**config.mk**
```make
export PLATFORM = sky130hd
export DESIGN_NAME = multi_page_shelf_rect_allocator
export DESIGN_NICKNAME = d
export VERILOG_FILES = /design/src/msra_pkg.sv /design/src/msra_try.sv /design/src/multi_page_shelf_rect_allocator.sv
export SDC_FILE = /design/constraint.sdc
export NUM_CORES = 1
export LEC_CHECK = 0
export ABC_AREA = 1
export BUFFER_PORTS_ARGS = -buffer_cell sky130_fd_sc_hd__buf_2
export CAP_MARGIN = 20
export CORE_UTILIZATION = 65
export CTS_BUF_LIST = sky130_fd_sc_hd__clkbuf_8 sky130_fd_sc_hd__clkbuf_16
export CTS_CLUSTER_SIZE = 16
export DETAILED_ROUTE_END_ITERATION = 8
export PLACE_DENSITY = 0.94
export SYNTH_ARGS = -nofsm -noshare
export SYNTH_HDL_FRONTEND = slang
export SYNTH_SLANG_ARGS = --single-unit
```
**constraint.sdc**
```tcl
create_clock -name clk -period 21.6 [get_ports clk]
set_clock_uncertainty 0.05 [all_clocks]
set_input_delay 4.32 -clock clk [delete_from_list [all_inputs] [get_ports clk]]
set_output_delay 4.32 -clock clk [all_outputs]
set_load 0.02 [all_outputs]
```
**src/msra_pkg.sv**
```systemverilog
package msra_pkg;

    localparam int MAX_PAGES = 8;
    localparam int PG_W      = $clog2(MAX_PAGES);
    localparam int CNT_W     = $clog2(MAX_PAGES + 1);

    localparam int DIM_W  = 13;
    localparam int RECT_W = 12;
    localparam int POS_W  = 12;
    localparam int PAD_W  = 4;

    // config register map, word index into the apb space
    localparam int          ADDR_W         = 4;
    localparam logic [1:0]  REG_PAGE_WIDTH  = 2'd0;
    localparam logic [1:0]  REG_PAGE_HEIGHT = 2'd1;
    localparam logic [1:0]  REG_PAD         = 2'd2;

    localparam logic [DIM_W-1:0] PAGE_WIDTH_RST  = 13'd1024;
    localparam logic [DIM_W-1:0] PAGE_HEIGHT_RST = 13'd1024;
    localparam logic [PAD_W-1:0] PAD_RST         = 4'd1;

    typedef struct packed {
        logic [DIM_W-1:0] cursor_x;
        logic [DIM_W-1:0] cursor_y;
        logic [DIM_W-1:0] row_tallest;
    } page_state_t;

    typedef struct packed {
        logic [RECT_W-1:0] rect_width;
        logic [RECT_W-1:0] rect_height;
        logic [DIM_W-1:0]  page_width;
        logic [DIM_W-1:0]  page_height;
        logic [PAD_W-1:0]  pad;
    } try_req_t;

    typedef struct packed {
        logic             success;
        page_state_t      next_state;
        logic [POS_W-1:0] pos_x;
        logic [POS_W-1:0] pos_y;
    } try_rsp_t;

endpackage

```
**src/msra_try.sv**
```systemverilog
module msra_try
    import msra_pkg::*;
(
    input  page_state_t cur,
    input  try_req_t    req,
    output try_rsp_t    rsp
);

    logic [DIM_W-1:0] pad2;
    logic [DIM_W-1:0] aw;
    logic [DIM_W-1:0] ah;
    logic             fits_page;
    logic             new_row;
    logic [DIM_W-1:0] cx1;
    logic [DIM_W-1:0] cy1;
    logic [DIM_W-1:0] rt1;
    logic             fits_height;
    logic             success;

    assign pad2 = {{(DIM_W-PAD_W-1){1'b0}}, req.pad, 1'b0};
    assign aw   = {{(DIM_W-RECT_W){1'b0}}, req.rect_width} + pad2;
    assign ah   = {{(DIM_W-RECT_W){1'b0}}, req.rect_height} + pad2;

    assign fits_page = (aw <= req.page_width) && (ah <= req.page_height);

    // row overflow moves to a new shelf
    assign new_row = ({1'b0, cur.cursor_x} + {1'b0, aw}) > {1'b0, req.page_width};
    assign cx1 = new_row ? '0 : cur.cursor_x;
    assign cy1 = new_row ? (cur.cursor_y + cur.row_tallest) : cur.cursor_y;
    assign rt1 = new_row ? '0 : cur.row_tallest;

    assign fits_height = ({1'b0, cy1} + {1'b0, ah}) <= {1'b0, req.page_height};
    assign success     = fits_page && fits_height;

    always_comb
    begin
        rsp.success = success;
        rsp.pos_x   = cx1[POS_W-1:0] + {{(POS_W-PAD_W){1'b0}}, req.pad};
        rsp.pos_y   = cy1[POS_W-1:0] + {{(POS_W-PAD_W){1'b0}}, req.pad};
        if (!fits_page)
        begin
            rsp.next_state = cur;
        end
        else
        begin
            rsp.next_state.cursor_x    = success ? (cx1 + aw) : cx1;
            rsp.next_state.cursor_y    = cy1;
            rsp.next_state.row_tallest = (success && (ah > rt1)) ? ah : rt1;
        end
    end

endmodule

```
**src/multi_page_shelf_rect_allocator.sv**
```systemverilog
// channel   | signals                                   | direction | beat
// ----------+-------------------------------------------+-----------+---------------------------
// request   | start, busy, rect_width, rect_height      | in        | start && !busy at clk rise
// result    | done, ok, page_index, pos_x, pos_y,       | out       | done high for one cycle
//           | opened_page                               |           |
// config    | psel, penable, pwrite, paddr, pwdata,     | in/out    | psel && penable && pwrite
//           | prdata, pready                            |           |
//
// a request tries t pages, t = 1 to 8, each as a read-modify-write on the page state
// memory, first read launched on the accept edge
// done pulses in the first cycle after the last page, when busy is already low again
// reset clears config to defaults, opens page 0 and marks every page entry empty
// no clearing pass: per-entry valid bits make an empty entry read as zero
// the receiver cannot stall, so nothing holds a result back
module multi_page_shelf_rect_allocator
    import msra_pkg::*;
(
    input  logic              clk,
    input  logic              rst_n,

    input  logic              start,
    output logic              busy,
    input  logic [RECT_W-1:0] rect_width,
    input  logic [RECT_W-1:0] rect_height,

    output logic              done,
    output logic              ok,
    output logic [2:0]        page_index,
    output logic [POS_W-1:0]  pos_x,
    output logic [POS_W-1:0]  pos_y,
    output logic              opened_page,

    input  logic              psel,
    input  logic              penable,
    input  logic              pwrite,
    input  logic [ADDR_W-1:0] paddr,
    input  logic [31:0]       pwdata,
    output logic [31:0]       prdata,
    output logic              pready
);

    localparam logic ST_IDLE = 1'b0;
    localparam logic ST_EVAL = 1'b1;

    // config registers
    logic [DIM_W-1:0] page_width_reg;
    logic [DIM_W-1:0] page_height_reg;
    logic [PAD_W-1:0] pad_reg;
    logic             cfg_wr;
    logic [1:0]       cfg_idx;

    // control
    logic             state_reg,  state_next;
    logic [PG_W-1:0]  page_reg,   page_next;
    logic [CNT_W-1:0] open_reg,   open_next;
    logic [RECT_W-1:0] w_reg;
    logic [RECT_W-1:0] h_reg;

    // page state memory, one entry per page
    page_state_t      page_mem [MAX_PAGES];
    page_state_t      rd_data_reg;
    logic [MAX_PAGES-1:0] vld_reg;
    logic             rd_vld_reg;
    logic [PG_W-1:0]  rd_addr;
    logic             mem_we;

    // result registers
    logic             done_reg,   done_next;
    logic             ok_reg;
    logic [2:0]       page_index_reg;
    logic [POS_W-1:0] pos_x_reg;
    logic [POS_W-1:0] pos_y_reg;
    logic             opened_reg;
    logic             opened_seen_reg;

    // evaluation
    logic             accept;
    logic             fresh;
    logic             last_try;
    logic             finish;
    page_state_t      cur;
    try_req_t         req;
    try_rsp_t         rsp;

    assign accept = start && (state_reg == ST_IDLE);
    assign busy   = (state_reg != ST_IDLE);

    // ---------------- config port ----------------
    assign pready  = 1'b1;
    assign cfg_idx = paddr[3:2];
    assign cfg_wr  = psel && penable && pwrite && pready;

    always_ff @(posedge clk or negedge rst_n)
    begin
        if (!rst_n)
        begin
            page_width_reg  <= PAGE_WIDTH_RST;
            page_height_reg <= PAGE_HEIGHT_RST;
            pad_reg         <= PAD_RST;
        end
        else if (cfg_wr)
        begin
            case (cfg_idx)
                REG_PAGE_WIDTH:  page_width_reg  <= pwdata[DIM_W-1:0];
                REG_PAGE_HEIGHT: page_height_reg <= pwdata[DIM_W-1:0];
                REG_PAD:         pad_reg         <= pwdata[PAD_W-1:0];
                default:         ;  // unmapped word, write dropped
            endcase
        end
    end

    always_comb
    begin
        case (cfg_idx)
            REG_PAGE_WIDTH:  prdata = {{(32-DIM_W){1'b0}}, page_width_reg};
            REG_PAGE_HEIGHT: prdata = {{(32-DIM_W){1'b0}}, page_height_reg};
            REG_PAD:         prdata = {{(32-PAD_W){1'b0}}, pad_reg};
            default:         prdata = '0;
        endcase
    end

    // ---------------- page state memory ----------------
    // page 0 is read on the accept edge, page p+1 while page p is evaluated;
    // write of page p and read of page p+1 never hit the same entry
    assign rd_addr = (state_reg == ST_EVAL) ? (page_reg + 1'b1) : '0;
    assign mem_we  = (state_reg == ST_EVAL);

    always_ff @(posedge clk)
    begin
        if (mem_we)
        begin
            page_mem[page_reg] <= rsp.next_state;
        end
        rd_data_reg <= page_mem[rd_addr];
    end

    always_ff @(posedge clk or negedge rst_n)
    begin
        if (!rst_n)
        begin
            vld_reg    <= '0;
            rd_vld_reg <= 1'b0;
        end
        else
        begin
            if (mem_we)
            begin
                vld_reg[page_reg] <= 1'b1;
            end
            rd_vld_reg <= vld_reg[rd_addr];
        end
    end

    // ---------------- evaluation ----------------
    // the page one past the open ones is the freshly opened page: starts empty
    assign fresh = ({1'b0, page_reg} == open_reg);

    always_comb
    begin
        if (fresh || !rd_vld_reg)
        begin
            cur = '0;
        end
        else
        begin
            cur = rd_data_reg;
        end
    end

    always_comb
    begin
        req.rect_width  = w_reg;
        req.rect_height = h_reg;
        req.page_width  = page_width_reg;
        req.page_height = page_height_reg;
        req.pad         = pad_reg;
    end

    msra_try u_try
    (
        .cur (cur),
        .req (req),
        .rsp (rsp)
    );

    // last page: the fresh page, or the final open page when the limit is hit
    assign last_try = fresh
                   || (({1'b0, page_reg} == (open_reg - 1'b1))
                       && (open_reg == CNT_W'(MAX_PAGES)));
    assign finish   = rsp.success || last_try;

    always_comb
    begin
        state_next = state_reg;
        page_next  = page_reg;
        open_next  = open_reg;
        done_next  = 1'b0;
        case (state_reg)
            ST_IDLE:
            begin
                if (accept)
                begin
                    state_next = ST_EVAL;
                    page_next  = '0;
                end
            end
            ST_EVAL:
            begin
                if (fresh)
                begin
                    open_next = open_reg + 1'b1;
                end
                if (finish)
                begin
                    state_next = ST_IDLE;
                    done_next  = 1'b1;
                end
                else
                begin
                    page_next = page_reg + 1'b1;
                end
            end
            default:
            begin
                state_next = ST_IDLE;
            end
        endcase
    end

    always_ff @(posedge clk or negedge rst_n)
    begin
        if (!rst_n)
        begin
            state_reg       <= ST_IDLE;
            page_reg        <= '0;
            open_reg        <= CNT_W'(1);
            done_reg        <= 1'b0;
            opened_seen_reg <= 1'b0;
        end
        else
        begin
            state_reg <= state_next;
            page_reg  <= page_next;
            open_reg  <= open_next;
            done_reg  <= done_next;
            if (accept)
            begin
                opened_seen_reg <= 1'b0;
            end
            else if ((state_reg == ST_EVAL) && fresh)
            begin
                opened_seen_reg <= 1'b1;
            end
        end
    end

    // request and result payload
    always_ff @(posedge clk)
    begin
        if (accept)
        begin
            w_reg <= rect_width;
            h_reg <= rect_height;
        end
        if ((state_reg == ST_EVAL) && finish)
        begin
            ok_reg         <= rsp.success;
            page_index_reg <= rsp.success ? 3'(page_reg) : 3'd0;
            pos_x_reg      <= rsp.success ? rsp.pos_x : '0;
            pos_y_reg      <= rsp.success ? rsp.pos_y : '0;
            opened_reg     <= fresh;
        end
    end

    assign done        = done_reg;
    assign ok          = ok_reg;
    assign page_index  = page_index_reg;
    assign pos_x       = pos_x_reg;
    assign pos_y       = pos_y_reg;
    assign opened_page = opened_reg;

`ifndef SYNTHESIS
    // result beat only lands once the walk is over
    assert property (@(posedge clk) disable iff (!rst_n)
        done_reg |-> (state_reg == ST_IDLE))
        else $error("result beat while walking pages");

    // open page count stays between one and the limit
    assert property (@(posedge clk) disable iff (!rst_n)
        (open_reg >= CNT_W'(1)) && (open_reg <= CNT_W'(MAX_PAGES)))
        else $error("open page count out of range");

    // a request that opens a page grows the count by exactly one
    assert property (@(posedge clk) disable iff (!rst_n)
        (done_reg && opened_reg) |-> (open_reg == $past(open_reg) + 1'b1))
        else $error("opened page without count increment");

    // the walk never goes beyond the fresh page
    assert property (@(posedge clk) disable iff (!rst_n)
        (state_reg == ST_EVAL) |-> ({1'b0, page_reg} <= open_reg))
        else $error("page walk past the open pages");

    // a placed rectangle lies on an open page
    assert property (@(posedge clk) disable iff (!rst_n)
        (done_reg && ok_reg) |-> ({1'b0, page_index_reg} < open_reg))
        else $error("placement on a page that is not open");

    // only the fresh page can be reported as opened
    assert property (@(posedge clk) disable iff (!rst_n)
        done_reg |-> (opened_reg == opened_seen_reg))
        else $error("opened flag disagrees with the walk");
`endif

endmodule
```
==> results.toml <==
[yosys]
synth-edff-count = 365
synth_top_cell_by_area = "edfxtp_1"
netlist_area_sq_um = 22800
yosys-top-cells-area = "edfxtp_1 (48%), ha_1 (7.3%), nand2_1 (4.9%)"
ys.flop_type = "edfxtp_1"
yosysUniqueCellTypes = 62
yosysWarnings = 0
synthCells = 2209
synth_top_area_share = 0.481
avgSynthCellArea_sq_um = 10.3
ys_ff_latch = 452
synth.most_common_cell = "edfxtp_1"
ys_async_sr_fraction = 0.106
synth_common_cells = "edfxtp_1 (365), nand2_1 (295), nor2_1 (274)"
ys_seq_area_frac = 0.569

[floorplanning]
die-area_sq_um = 35800
core_area_sq_um = 34500
rows = 68
initial_utilization = 0.659
die_y_um = 189
die-width_um = 189
ios = 130

[grt]
antenna_found_initial = 0
grt_max_degree = 84
grt_overflow = 0
track_usage = 0.350
grt_pass1_vias = 17800
grt_pass1_wl_um = 96200

[clocking]
clockBufferDepth = 3
clkSinkCount = 452
cts_tree = "yes"
post-cts-setup-buffer-count = 0
post_cts_resized = 0
clk_latency_ns = 0.59
numCtsBuffers = 43
root_buffer = "clkbuf_16"
cts_hold_buf = 0
htreeDepth = 2
path_clk_slew_ns = 0.06

[sta]
worstMarginPinSlew_ns = 1.13
slew_violations = 0
fin_crit_sh = 0.538
setup_viol = 0
max_slew_margin = 0.242
timing.final.crit_period_ns = 11.63
rsz0062_at_grt = "false"
finalSetupTns_ns = 0
fmax_mhz = 86.0
hold_violations = 0

[detailed_routing]
drcViolationCount = 0
wirelength_um = 64000
dr.pass1.iters = 8
wl_per_cell_um = 23.2
vias = 18500
via_per_inst = 6.70
final_antenna_net_count = 0
drt-initial-drc-count = 2763

[worst_setup_path]
cp_max_fo = 74
crit_start = "page_reg[0]$_DFFE_PN0P_"
r2r_start = "page_reg[0]$_DFFE_PN0P_"
reg2reg_depth = 48
max_stage_delay_ns = 0.90
critPathKind = "register to register"
crit_path_end_kind = "register"
start_kind = "register"
crit_arrival_ns = 11.77
path_common_cell = "nand2_1"
required_ns = 21.75
slowest_stage = "a21oi_4"
reg2reg_setup_slack_ns = 9.97
endpoint = "pos_y[8]$_SDFFCE_PP0P_"
r2r-end = "pos_y[8]$_SDFFCE_PP0P_"

[cells_and_area]
drive_gt1_frac = 0.112
diodes = 0
layout.nets = 2476
fin_cells = 2761
largest_reg_flops = 312
area_growth_syn_to_layout_pct = 10.2

[placement]
gp_congestion = 0.957
place_inst = 2676
port-buffer-count = 88
dp_hpwl_um = 37600

[flow_run]
maxCapViolCount = 0

[run_status]
status = "finished clean"

[hold_path]
hold_class = "register to register"
-- layout make-up --
| type | count | area (sq um) |
|---|---|---|
| clock buffer | 54 | 1270 |
| clock inverter | 26 | 220 |
| fill | 1994 | 9450 |
| inverter | 234 | 883 |
| multi-input combinational | 1430 | 8560 |
| sequential | 452 | 12900 |
| tap | 455 | 569 |
| timing repair buffer | 110 | 638 |
-- per-layer routing --
| layer | up-vias | global-route usage | part of all wire |
|---|---|---|---|
| met3 | 347 | 0.0723 | 0.13 |
| met4 | 0 | 0.200 | 0.063 |
| met1 | 8580 | 0.441 | 0.34 |
| li1 | 7849 | - | - |
| met2 | 1717 | 0.566 | 0.46 |
| met5 | - | 0 | 0 |
-- placed cells by master, fill, tap and decap left out, types with 4 or more instances in the layout --
| cell type | n |
|---|---|
| a21oi_1 | 73 |
| a21oi_2 | 4 |
| a31oi_1 | 48 |
| buf_2 | 88 |
| buf_4 | 17 |
| clkbuf_16 | 47 |
| clkbuf_8 | 7 |
| clkinv_2 | 13 |
| conb_1 | 20 |
| dfrtp_1 | 43 |
| dfstp_2 | 4 |
| dfxtp_1 | 39 |
| edfxtp_1 | 365 |
| fa_1 | 7 |
| ha_1 | 132 |
| inv_1 | 222 |
| inv_2 | 12 |
| nand2_1 | 295 |
| nand2_2 | 10 |
| nand2_4 | 4 |
| nand3_1 | 89 |
| nand3_2 | 8 |
| nand3b_1 | 4 |
| nand4_1 | 23 |
| nor2_1 | 265 |
| nor2_4 | 10 |
| nor3_1 | 132 |
| o21ai_0 | 69 |
| o21ai_1 | 15 |
| o21bai_1 | 13 |
| o221ai_1 | 83 |
| o22ai_1 | 9 |
| or2_2 | 7 |
| xnor2_1 | 22 |
| xor2_1 | 47 |
-- through the flow --
stage	cell area, sq um	utilization	hold slack, ns	worst slack [ns]
global route	25100	0.726	0.434	9.41
floorplan	22800	-	0.377	12.09
CTS	25000	0.724	0.430	10.31
detailed placement	23500	0.681	0.403	10.55
global placement	23500	0.681	0.398	10.87
finish	25100	0.726	0.437	9.97
-- critical path, delay by kind of cell (launching register included) --
family	cells	cell delay [ns]
AOI/OAI and AO/OA	12	3.02
xor gates and xnor gates	2	0.29
buffers and inverters	9	1.98
DFF	1	0.54
adders and majority gates	4	1.19
and+or+nand+nor	21	4.02
-- how the worst min path moves through the flow --
stage                           startpoint                      to  slack [ns]  depth (start not counted)
floorplan           vld_reg[1]$_DFFE_PN0P_  vld_reg[1]$_DFFE_PN0P_        0.38                          2
global placement    vld_reg[1]$_DFFE_PN0P_  vld_reg[1]$_DFFE_PN0P_        0.40                          2
detailed placement  vld_reg[0]$_DFFE_PN0P_  vld_reg[0]$_DFFE_PN0P_        0.40                          1
CTS                 vld_reg[6]$_DFFE_PN0P_  vld_reg[6]$_DFFE_PN0P_        0.43                          1
global route        vld_reg[6]$_DFFE_PN0P_  vld_reg[6]$_DFFE_PN0P_        0.43                          1
finish              vld_reg[6]$_DFFE_PN0P_  vld_reg[6]$_DFFE_PN0P_        0.44                          1
-- cell families (layout without fill, tap and decap cells) --
logic type,count (synthesis),in the layout,synth area share
compound gates,338,338,0.0965
buf+inv,345,424,0.0622
fa+ha+maj,139,139,0.0787
xor+xnor,69,69,0.0265
other cells,2,20,0.000330
simple gates,864,864,0.167
flops,452,452,0.569
Power is not shown: default switching activity piles up to over one toggle a cycle in this logic, so the estimate is an artifact.
